[src/hdl/rdri_pkg.sv]
`timescale 1ns / 1ps
// ----------------------------------------------------------------------------
// rdri_pkg: shared constants for the radix digit rotation index block
// Widths, limits and configuration register indexes used by every module.
// ----------------------------------------------------------------------------
package rdri_pkg;

    localparam int INDEX_BITS = 32;
    localparam int MAX_DIGITS = 16;
    localparam int MAX_RADIX  = 16;

    // Register widths of the configuration fields.
    localparam int COUNT_W = 5;
    localparam int RADIX_W = 5;
    localparam int ROT_W   = 4;

    // A power of the radix may reach 2^INDEX_BITS, so it needs one extra bit.
    localparam int WIDE_W = INDEX_BITS + 1;
    localparam int PROD_W = WIDE_W + RADIX_W;

    // Configuration port.
    localparam int CFG_IDX_W  = 2;
    localparam int CFG_DATA_W = 5;

    localparam logic [CFG_IDX_W-1:0] CFG_DIGIT_COUNT   = 2'd0;
    localparam logic [CFG_IDX_W-1:0] CFG_RADIX         = 2'd1;
    localparam logic [CFG_IDX_W-1:0] CFG_ROTATE_AMOUNT = 2'd2;

endpackage

[src/hdl/rdri_mul_radix.sv]
`timescale 1ns / 1ps
// ----------------------------------------------------------------------------
// rdri_mul_radix: shared multiply-by-radix unit
// Multiplies a wide operand by the configured radix and flags any product
// above 2^INDEX_BITS.
// ----------------------------------------------------------------------------
module rdri_mul_radix
    import rdri_pkg::*;
(
    input  logic [WIDE_W-1:0]  operand,
    input  logic [RADIX_W-1:0] radix,
    output logic [WIDE_W-1:0]  product,
    output logic               overflow
);

    logic [PROD_W-1:0] full;

    assign full    = PROD_W'(operand) * PROD_W'(radix);
    assign product = full[WIDE_W-1:0];

    // Anything above 2^INDEX_BITS does not fit an index space.
    assign overflow = (|full[PROD_W-1:WIDE_W]) ||
                      (full[WIDE_W-1] && (|full[INDEX_BITS-1:0]));

endmodule

[src/hdl/rdri_div.sv]
`timescale 1ns / 1ps
// ----------------------------------------------------------------------------
// rdri_div: iterative restoring divider
// Divides an index by a power of the radix, one quotient bit per cycle.
// ----------------------------------------------------------------------------
module rdri_div
    import rdri_pkg::*;
(
    input  logic                  aclk,
    input  logic                  aresetn,
    input  logic                  start,
    input  logic [INDEX_BITS-1:0] dividend,
    input  logic [WIDE_W-1:0]     divisor,
    output logic                  done,
    output logic [INDEX_BITS-1:0] quotient,
    output logic [WIDE_W-1:0]     remainder
);

    localparam int STEP_W = $clog2(INDEX_BITS + 1);

    logic                  busy_reg, busy_next;
    logic                  done_reg, done_next;
    logic [STEP_W-1:0]     step_reg, step_next;
    logic [WIDE_W-1:0]     rem_reg, rem_next;
    logic [INDEX_BITS-1:0] quo_reg, quo_next;
    logic [WIDE_W-1:0]     div_reg, div_next;

    logic [WIDE_W:0]       trial;
    logic [WIDE_W:0]       diff;

    assign trial = {rem_reg, quo_reg[INDEX_BITS-1]};
    assign diff  = trial - {1'b0, div_reg};

    always_comb begin
        busy_next = busy_reg;
        done_next = 1'b0;
        step_next = step_reg;
        rem_next  = rem_reg;
        quo_next  = quo_reg;
        div_next  = div_reg;
        if (start) begin
            busy_next = 1'b1;
            step_next = '0;
            rem_next  = '0;
            quo_next  = dividend;
            div_next  = divisor;
        end else if (busy_reg) begin
            // The quotient bits shift in where the dividend bits shift out.
            if (!diff[WIDE_W]) begin
                rem_next = diff[WIDE_W-1:0];
                quo_next = {quo_reg[INDEX_BITS-2:0], 1'b1};
            end else begin
                rem_next = trial[WIDE_W-1:0];
                quo_next = {quo_reg[INDEX_BITS-2:0], 1'b0};
            end
            step_next = step_reg + STEP_W'(1);
            if (step_reg == STEP_W'(INDEX_BITS - 1)) begin
                busy_next = 1'b0;
                done_next = 1'b1;
            end
        end
    end

    always_ff @(posedge aclk) begin
        if (!aresetn) begin
            busy_reg <= 1'b0;
            done_reg <= 1'b0;
            step_reg <= '0;
        end else begin
            busy_reg <= busy_next;
            done_reg <= done_next;
            step_reg <= step_next;
        end
    end

    always_ff @(posedge aclk) begin
        rem_reg <= rem_next;
        quo_reg <= quo_next;
        div_reg <= div_next;
    end

    assign done      = done_reg;
    assign quotient  = quo_reg;
    assign remainder = rem_reg;

endmodule

[src/hdl/radix_digit_rotation_index_top.sv]
`timescale 1ns / 1ps
// ----------------------------------------------------------------------------
// radix_digit_rotation_index_top: cyclic qudit shift index permutation
// Maps a destination index of a state vector to its source index under a
// cyclic rotation of the base-radix digits.
// ----------------------------------------------------------------------------
// The block takes one destination index per input transaction and returns one
// source index per output transaction, with range_error on tuser. Writing the
// index as digits d0..d(n-1), most significant first, the result has the digits
// rotated left by s = rotate_amount mod digit_count places, which equals
// (index mod radix^(n-s)) * radix^s + index / radix^(n-s). Each item passes
// through these steps in order: the rotation is reduced by repeated
// subtraction, radix^n and radix^(n-s) are built with one shared
// multiply-by-radix unit, a restoring divider performs the split, and the same
// multiplier then scales the remainder s times. The input is not ready while an
// item is in flight; a finished result sits in the output register, and the next
// transaction is taken while it waits there. The user must write configuration
// through the cfg port only while the block is idle; it does not enforce this.
// ----------------------------------------------------------------------------
module radix_digit_rotation_index_top
    import rdri_pkg::*;
(
    input  logic                  aclk,
    input  logic                  aresetn,

    // Configuration write channel.
    input  logic                  cfg_valid,
    output logic                  cfg_ready,
    input  logic [CFG_IDX_W-1:0]  cfg_index,
    input  logic [CFG_DATA_W-1:0] cfg_data,

    // Input stream.
    input  logic                  s_tvalid,
    output logic                  s_tready,
    input  logic [INDEX_BITS-1:0] s_tdata,   // [31:0] dest_index

    // Result stream.
    output logic                  m_tvalid,
    input  logic                  m_tready,
    output logic [INDEX_BITS-1:0] m_tdata,   // [31:0] source_index
    output logic                  m_tuser    // [0] range_error
);

    localparam logic [2:0] ST_IDLE   = 3'd0;
    localparam logic [2:0] ST_REDUCE = 3'd1;
    localparam logic [2:0] ST_POWER  = 3'd2;
    localparam logic [2:0] ST_DIVIDE = 3'd3;
    localparam logic [2:0] ST_RECOMB = 3'd4;
    localparam logic [2:0] ST_FINISH = 3'd5;

    // Configuration registers.
    logic [COUNT_W-1:0]    digit_count_reg;
    logic [RADIX_W-1:0]    radix_reg;
    logic [ROT_W-1:0]      rotate_reg;

    // Sequencer and datapath registers.
    logic [2:0]            state_reg, state_next;
    logic [INDEX_BITS-1:0] idx_reg, idx_next;
    logic [COUNT_W-1:0]    srot_reg, srot_next;
    logic [COUNT_W-1:0]    cnt_reg, cnt_next;
    logic [WIDE_W-1:0]     pow_reg, pow_next;
    logic [WIDE_W-1:0]     pd_reg, pd_next;
    logic                  ovf_reg, ovf_next;
    logic [WIDE_W-1:0]     acc_reg, acc_next;
    logic [INDEX_BITS-1:0] res_reg, res_next;
    logic                  err_reg, err_next;

    // Output register.
    logic                  m_tvalid_reg, m_tvalid_next;
    logic [INDEX_BITS-1:0] m_tdata_reg, m_tdata_next;
    logic                  m_tuser_reg, m_tuser_next;

    logic                  cfg_ok;
    logic [COUNT_W-1:0]    n_minus_s;
    logic [WIDE_W-1:0]     mul_operand;
    logic [WIDE_W-1:0]     mul_product;
    logic                  mul_overflow;
    logic                  div_start;
    logic                  div_done;
    logic [INDEX_BITS-1:0] div_quotient;
    logic [WIDE_W-1:0]     div_remainder;
    logic                  in_take;
    logic                  out_free;

    // ------------------------------------------------------------------------
    // Configuration registers. The port is always ready; an index past the
    // register list is dropped.
    // ------------------------------------------------------------------------
    assign cfg_ready = 1'b1;

    always_ff @(posedge aclk) begin
        if (!aresetn) begin
            digit_count_reg <= COUNT_W'(1);
            radix_reg       <= RADIX_W'(2);
            rotate_reg      <= '0;
        end else if (cfg_valid && cfg_ready) begin
            unique case (cfg_index)
                CFG_DIGIT_COUNT:   digit_count_reg <= cfg_data[COUNT_W-1:0];
                CFG_RADIX:         radix_reg       <= cfg_data[RADIX_W-1:0];
                CFG_ROTATE_AMOUNT: rotate_reg      <= cfg_data[ROT_W-1:0];
                default: ;
            endcase
        end
    end

    // A digit count or radix outside its legal range makes every index an error.
    assign cfg_ok = (digit_count_reg >= COUNT_W'(1)) &&
                    (digit_count_reg <= COUNT_W'(MAX_DIGITS)) &&
                    (radix_reg >= RADIX_W'(2)) &&
                    (radix_reg <= RADIX_W'(MAX_RADIX));

    assign n_minus_s = digit_count_reg - srot_reg;

    // ------------------------------------------------------------------------
    // Shared units. The multiplier builds the radix powers in the power phase
    // and scales the remainder in the recombine phase.
    // ------------------------------------------------------------------------
    assign mul_operand = (state_reg == ST_POWER) ? pow_reg : acc_reg;

    rdri_mul_radix u_mul (
        .operand  (mul_operand),
        .radix    (radix_reg),
        .product  (mul_product),
        .overflow (mul_overflow)
    );

    // The divisor is taken from the next value so that a zero rotation, where
    // radix^n is captured in the very cycle the divider starts, is seen too.
    rdri_div u_div (
        .aclk      (aclk),
        .aresetn   (aresetn),
        .start     (div_start),
        .dividend  (idx_reg),
        .divisor   (pd_next),
        .done      (div_done),
        .quotient  (div_quotient),
        .remainder (div_remainder)
    );

    assign s_tready = (state_reg == ST_IDLE);
    assign in_take  = s_tvalid && s_tready;
    assign out_free = !m_tvalid_reg || m_tready;

    // ------------------------------------------------------------------------
    // Sequencer.
    // ------------------------------------------------------------------------
    always_comb begin
        state_next    = state_reg;
        idx_next      = idx_reg;
        srot_next     = srot_reg;
        cnt_next      = cnt_reg;
        pow_next      = pow_reg;
        pd_next       = pd_reg;
        ovf_next      = ovf_reg;
        acc_next      = acc_reg;
        res_next      = res_reg;
        err_next      = err_reg;
        m_tvalid_next = m_tvalid_reg;
        m_tdata_next  = m_tdata_reg;
        m_tuser_next  = m_tuser_reg;
        div_start     = 1'b0;

        if (m_tvalid_reg && m_tready) begin
            m_tvalid_next = 1'b0;
        end

        unique case (state_reg)
            ST_IDLE: begin
                if (in_take) begin
                    idx_next  = s_tdata;
                    srot_next = {1'b0, rotate_reg};
                    res_next  = '0;
                    if (cfg_ok) begin
                        err_next   = 1'b0;
                        state_next = ST_REDUCE;
                    end else begin
                        err_next   = 1'b1;
                        state_next = ST_FINISH;
                    end
                end
            end
            ST_REDUCE: begin
                // Rotation mod digit count by repeated subtraction.
                if (srot_reg >= digit_count_reg) begin
                    srot_next = srot_reg - digit_count_reg;
                end else begin
                    cnt_next   = '0;
                    pow_next   = WIDE_W'(1);
                    ovf_next   = 1'b0;
                    state_next = ST_POWER;
                end
            end
            ST_POWER: begin
                // pow_reg holds radix^cnt; keep radix^(n-s) as the divisor.
                if (cnt_reg == n_minus_s) begin
                    pd_next = pow_reg;
                end
                if (cnt_reg == digit_count_reg) begin
                    if (ovf_reg || ({1'b0, idx_reg} >= pow_reg)) begin
                        err_next   = 1'b1;
                        res_next   = '0;
                        state_next = ST_FINISH;
                    end else begin
                        div_start  = 1'b1;
                        state_next = ST_DIVIDE;
                    end
                end else begin
                    pow_next = mul_product;
                    ovf_next = ovf_reg || mul_overflow;
                    cnt_next = cnt_reg + COUNT_W'(1);
                end
            end
            ST_DIVIDE: begin
                if (div_done) begin
                    acc_next   = div_remainder;
                    cnt_next   = '0;
                    state_next = ST_RECOMB;
                end
            end
            ST_RECOMB: begin
                // The low digits move up by s places; the quotient fills in below.
                if (cnt_reg == srot_reg) begin
                    res_next   = acc_reg[INDEX_BITS-1:0] + div_quotient;
                    state_next = ST_FINISH;
                end else begin
                    acc_next = mul_product;
                    cnt_next = cnt_reg + COUNT_W'(1);
                end
            end
            ST_FINISH: begin
                if (out_free) begin
                    m_tvalid_next = 1'b1;
                    m_tdata_next  = res_reg;
                    m_tuser_next  = err_reg;
                    state_next    = ST_IDLE;
                end
            end
            default: begin
                state_next = ST_IDLE;
            end
        endcase
    end

    always_ff @(posedge aclk) begin
        if (!aresetn) begin
            state_reg    <= ST_IDLE;
            m_tvalid_reg <= 1'b0;
        end else begin
            state_reg    <= state_next;
            m_tvalid_reg <= m_tvalid_next;
        end
    end

    always_ff @(posedge aclk) begin
        idx_reg     <= idx_next;
        srot_reg    <= srot_next;
        cnt_reg     <= cnt_next;
        pow_reg     <= pow_next;
        pd_reg      <= pd_next;
        ovf_reg     <= ovf_next;
        acc_reg     <= acc_next;
        res_reg     <= res_next;
        err_reg     <= err_next;
        m_tdata_reg <= m_tdata_next;
        m_tuser_reg <= m_tuser_next;
    end

    assign m_tvalid = m_tvalid_reg;
    assign m_tdata  = m_tdata_reg;
    assign m_tuser  = m_tuser_reg;

`ifndef SYNTHESIS
    // An error result always carries a zero index.
    a_error_zero: assert property (@(posedge aclk) disable iff (!aresetn)
        (m_tvalid && m_tuser) |-> (m_tdata == '0))
        else $error("range error result with nonzero index");

    // Once an item is taken the block is busy on the following cycle.
    a_busy_after_take: assert property (@(posedge aclk) disable iff (!aresetn)
        (s_tvalid && s_tready) |=> !s_tready)
        else $error("input taken again right after a transaction");

    // The divider only finishes while the sequencer waits for it.
    a_div_done_state: assert property (@(posedge aclk) disable iff (!aresetn)
        div_done |-> (state_reg == ST_DIVIDE))
        else $error("divider finished outside the divide phase");

    // The multiplier never flags overflow on the remainder scaling.
    a_recomb_no_ovf: assert property (@(posedge aclk) disable iff (!aresetn)
        ((state_reg == ST_RECOMB) && (cnt_reg != srot_reg)) |-> !mul_overflow)
        else $error("overflow while scaling the remainder");
`endif

endmodule

[config.mk]
export PLATFORM = sky130hd
export DESIGN_NAME = radix_digit_rotation_index_top
export DESIGN_NICKNAME = d
export VERILOG_FILES = /design/src/hdl/rdri_pkg.sv /design/src/hdl/rdri_mul_radix.sv /design/src/hdl/rdri_div.sv /design/src/hdl/radix_digit_rotation_index_top.sv
export SDC_FILE = /design/constraint.sdc
export NUM_CORES = 1
export LEC_CHECK = 0
export ABC_AREA = 0
export BUFFER_PORTS_ARGS = -buffer_cell sky130_fd_sc_hd__buf_2
export CAP_MARGIN = 20
export CELL_PAD_IN_SITES_DETAIL_PLACEMENT = 0
export CELL_PAD_IN_SITES_GLOBAL_PLACEMENT = 1
export CORE_MARGIN = 8
export CORE_UTILIZATION = 45
export DETAILED_ROUTE_END_ITERATION = 10
export PLACE_DENSITY_LB_ADDON = 0.1
export SETUP_SLACK_MARGIN = 0.4
export SLEW_MARGIN = 0
export SYNTH_ARGS = -nofsm -noshare
export SYNTH_HDL_FRONTEND = slang
export SYNTH_HIERARCHICAL = 1
export SYNTH_SLANG_ARGS = --single-unit
[constraint.sdc]
create_clock -name aclk -period 5.6 [get_ports aclk]
set_input_delay 1.12 -clock aclk [delete_from_list [all_inputs] [get_ports aclk]]
set_output_delay 1.12 -clock aclk [all_outputs]
set_load 0.01 [all_outputs]
==> run_results.csv <==
group,metric,value,unit
run_status,outcome,"complete, no violations",
clock_tree,root_buffer,"clkbuf_16",
clock_tree,holdBufCountCts,0,
pwr,power_frac_comb,0.553,
pwr,power.total,14.2,mW
placement,dp_hpwl,54100,µm
cells_and_area,stdcell_area,0.0280,mm²
routing,drtIter0Drc,1089,
cells_and_area,drive_gt1_frac,0.243,
floorplan,placementRows,83,
pwr,leakage,12.0,nW
pwr,swShare,0.434,
worst_setup_path,end_kind,"register",
yosys,syn_nets,2630,
sta,drv_slew,0,
cells_and_area,area_growth,20.3,%
worst_setup_path,arrival,5.91,ns
worst_setup_path,cp_slowest_cell,"fa_1",
worst_setup_path,crit_path_cell_trace,"nor2b_4, nand2_4, buf_12, buf_6, o21ai_4, and2_1, fa_2, fa_1, inv_1, fa_1, inv_1, ha_4, buf_6, nand2_1, o311a_1, a22oi_2, buf_4, nand3_2, a221oi_2, nand4b_1, nor4_2, a21oi_1, nor2_1, nor2_1",
floorplan,die_w,243,µm
routing,drc,0,
sta,relSlewSlack,0.228,
yosys,avgSynthCellArea,9.97,µm²
worst_setup_path,crit_family,"adder cells",
cells_and_area,utilization,0.547,
worst_setup_path,crit_buf_inv,6,
global_route,grt_pass1_wl,108000,µm
global_route,grt_pass1_vias,18500,
worst_setup_path,critPathLaunchType,"register",
yosys,syn_inst,2336,
sta,tightestPinTransition,1.16,ns
cells_and_area,nNetsFinal,2856,
routing,dr_total_vias,18200,
placement,place_congestion,0.905,
sta,post-route-period-util,0.997,
global_route,grt.overflow.total,0,
clock_tree,cts_tree,"built",
sta,grt_setup_unrepaired,"yes",
global_route,met1_usage,0.327,
clock_tree,htreeDepth,2,
floorplan,design.core.area,0.0512,mm²
global_route,grt.busiest_layer,"met2",
yosys,syn_area,0.0233,mm²
placement,dpl_cell_area,0.0258,mm²
pwr,ir_worst_vdd,0.306,mV
routing,routed_wl,69800,µm
global_route,grt_util_met3,0.0306,
pwr,p_switching,6.18,mW
routing,final_antenna_net_count,0,
sta,setup_viol,0,
yosys,ys_types,102,
hold_path,hp-class,"reg -> reg",
placement,portBuffers,78,
floorplan,pin_count,80,
sta,fin_ws,0.0151,ns
sta,clock.fmax,179,MHz
pwr,p_int,8.05,mW
pwr,clockPowerShare,0.161,
worst_setup_path,required,5.92,ns
routing,avgRoutedWirePerCell,21.3,µm
yosys,yosys_warnings,6,
routing,first_pass_iters,5,
clock_tree,clock_sinks,332,
global_route,antenna_found_initial,1,
yosys,synthFlopType,"edfxtp_1",
clock_tree,clk_pin_slew,0.06,ns
clock_tree,clkLatencyLatePin,0.57,ns
global_route,grt_max_degree,63,
job,drv_cap,0,
clock_tree,cts_buffers,37,
yosys,ys_seq_area_frac,0.389,
floorplan,initial_core_util,0.455,
pwr,p_seq_frac,0.286,
global_route,track_usage,0.230,
yosys,synth-edff-count,240,
sta,timing.hold.ws,0.420,ns
sta,period_needed,5.58,ns
global_route,grt_use_met2,0.367,
clock_tree,cts_buffer_depth,3,
worst_setup_path,critPathMaxFanout,15,
floorplan,die_area,0.0593,mm²
floorplan,fp.dieH,243,µm
sta,hold_viol,0,
placement,pre_cts_slack,-0.406,ns
routing,avgViaCountPerCell,5.56,
worst_setup_path,slowest_delay,0.55,ns
sta,fin_skew,0.0269,ns
pwr,power_density,508,mW/mm²
worst_setup_path,crit_type,"reg -> reg",
yosys,synthArstFlopShare,0,
yosys,ys_ff_latch,332,
[Yosys cell counts, drive strengths merged (4+ instances only)]
cell type    number  share of area
o31ai             9         0.0039
o221ai            6         0.0023
ha              153          0.082
a211o             5         0.0019
o21ai           100          0.022
nand4            29         0.0078
nand2b           16         0.0044
a22o              4         0.0015
dlygate4sd3       5         0.0021
a41oi             4         0.0015
a21o             65          0.021
mux2             67          0.032
clkbuf           69          0.012
o21bai           11         0.0035
a21boi           10         0.0039
or4               7         0.0023
fa               97          0.083
and3             43          0.012
nor3b             5         0.0016
nand3b            8         0.0026
or3              15         0.0041
o21a             13         0.0042
nand2           268          0.043
buf              21         0.0087
a31oi            18         0.0048
xor2             51          0.019
inv             211          0.034
o211ai           17         0.0063
dfxtp            92          0.079
a211oi           46          0.015
and2            138          0.037
nor4              8         0.0031
nor2b            27         0.0073
edfxtp          240           0.31
xnor2            47          0.018
nand3            39         0.0086
nor3             22         0.0047
a21oi           127          0.028
nor2            128          0.021
a2111oi           5         0.0038
o22ai             5         0.0013
a221oi            5         0.0021
mux2i            41          0.018
[cell usage in the layout, fill, tap and decap left out, types with 65 or more instances in the layout]
cell type	Yosys	final
ha_1	153	131
buf_4	1	183
inv_1	211	194
and2_1	137	116
nor2_1	127	118
dfxtp_1	92	90
buf_2	6	78
a21oi_1	121	102
edfxtp_1	240	240
mux2_2	66	65
fa_1	97	94
nand2_1	268	253
[kinds of logic after synthesis]
logic type,count (synthesis),synth area share
mux,108,0.0500
buf+inv,308,0.0572
simple gates,765,0.163
xor+xnor,98,0.0369
compound gates,474,0.138
flops,332,0.389
other cells,1,0.000161
fa+ha+maj,250,0.166
[per-layer routing]
layer / part of all wire / vias to the layer above / wire length, µm
met1: 0.46 / 8991 / 32300
met2: 0.46 / 480 / 32100
met4: 0.021 / 0 / 1460
met3: 0.056 / 95 / 3910
met5: 0 / - / 0
li1: - / 8636 / -
[worst paths after layout]
| path | startpoint | endpoint | slack, ns | cells after the start |
|---|---|---|---|---|
| setup reg to reg | state_reg[1]$_SDFFE_PN0P_ | ovf_reg$_SDFFCE_PN0P_ | 0.02 | 24 |
| hold reg to reg | res_reg[31]$_SDFFCE_PN0P_ | m_tdata[31]$_DFFE_PP_ | 0.42 | 0 |
| hold / removal | res_reg[31]$_SDFFCE_PN0P_ | m_tdata[31]$_DFFE_PP_ | 0.42 | 0 |
| setup / recovery | state_reg[1]$_SDFFE_PN0P_ | ovf_reg$_SDFFCE_PN0P_ | 0.02 | 24 |
[layout make-up]
cell class	instances	area [µm²]
Antenna cell	1	2.50
Clock buffer	47	973
Clock inverter	21	150
Fill cell	4606	23200
Inverter	211	792
Multi-Input combinational cell	1696	14100
Sequential cell	332	9050
Tap cell	680	851
Timing Repair Buffer	284	2100
[power groups by stage]
stage / Clock (mW) / Combinational, mW / Sequential, mW
after global placement: 0 / 6.95 / 4.10
after global routing: 2.43 / 8.59 / 4.13
final: 2.29 / 7.87 / 4.07
after detailed placement: 0 / 7.03 / 4.11
after floorplan: 0 / 4.62 / 3.84
after CTS: 2.34 / 7.37 / 4.07
[repair_timing]
| item | in CTS | in global routing |
|---|---|---|
| setup endpoints to repair | 30 | 35 |
| gates resized for setup | 61 | 124 |
| setup buffers | 13 | 12 |
| pin swaps | 34 | 43 |
[through the flow]
step,TNS [ns],instances
after global placement,-0.373,3177
after CTS,-0.0306,3258
after floorplan,0,2336
final,0,3272
after detailed placement,-0.410,3177
after global routing,-0.171,3271
No activity file was read; power rests on OpenSTA's default activity.
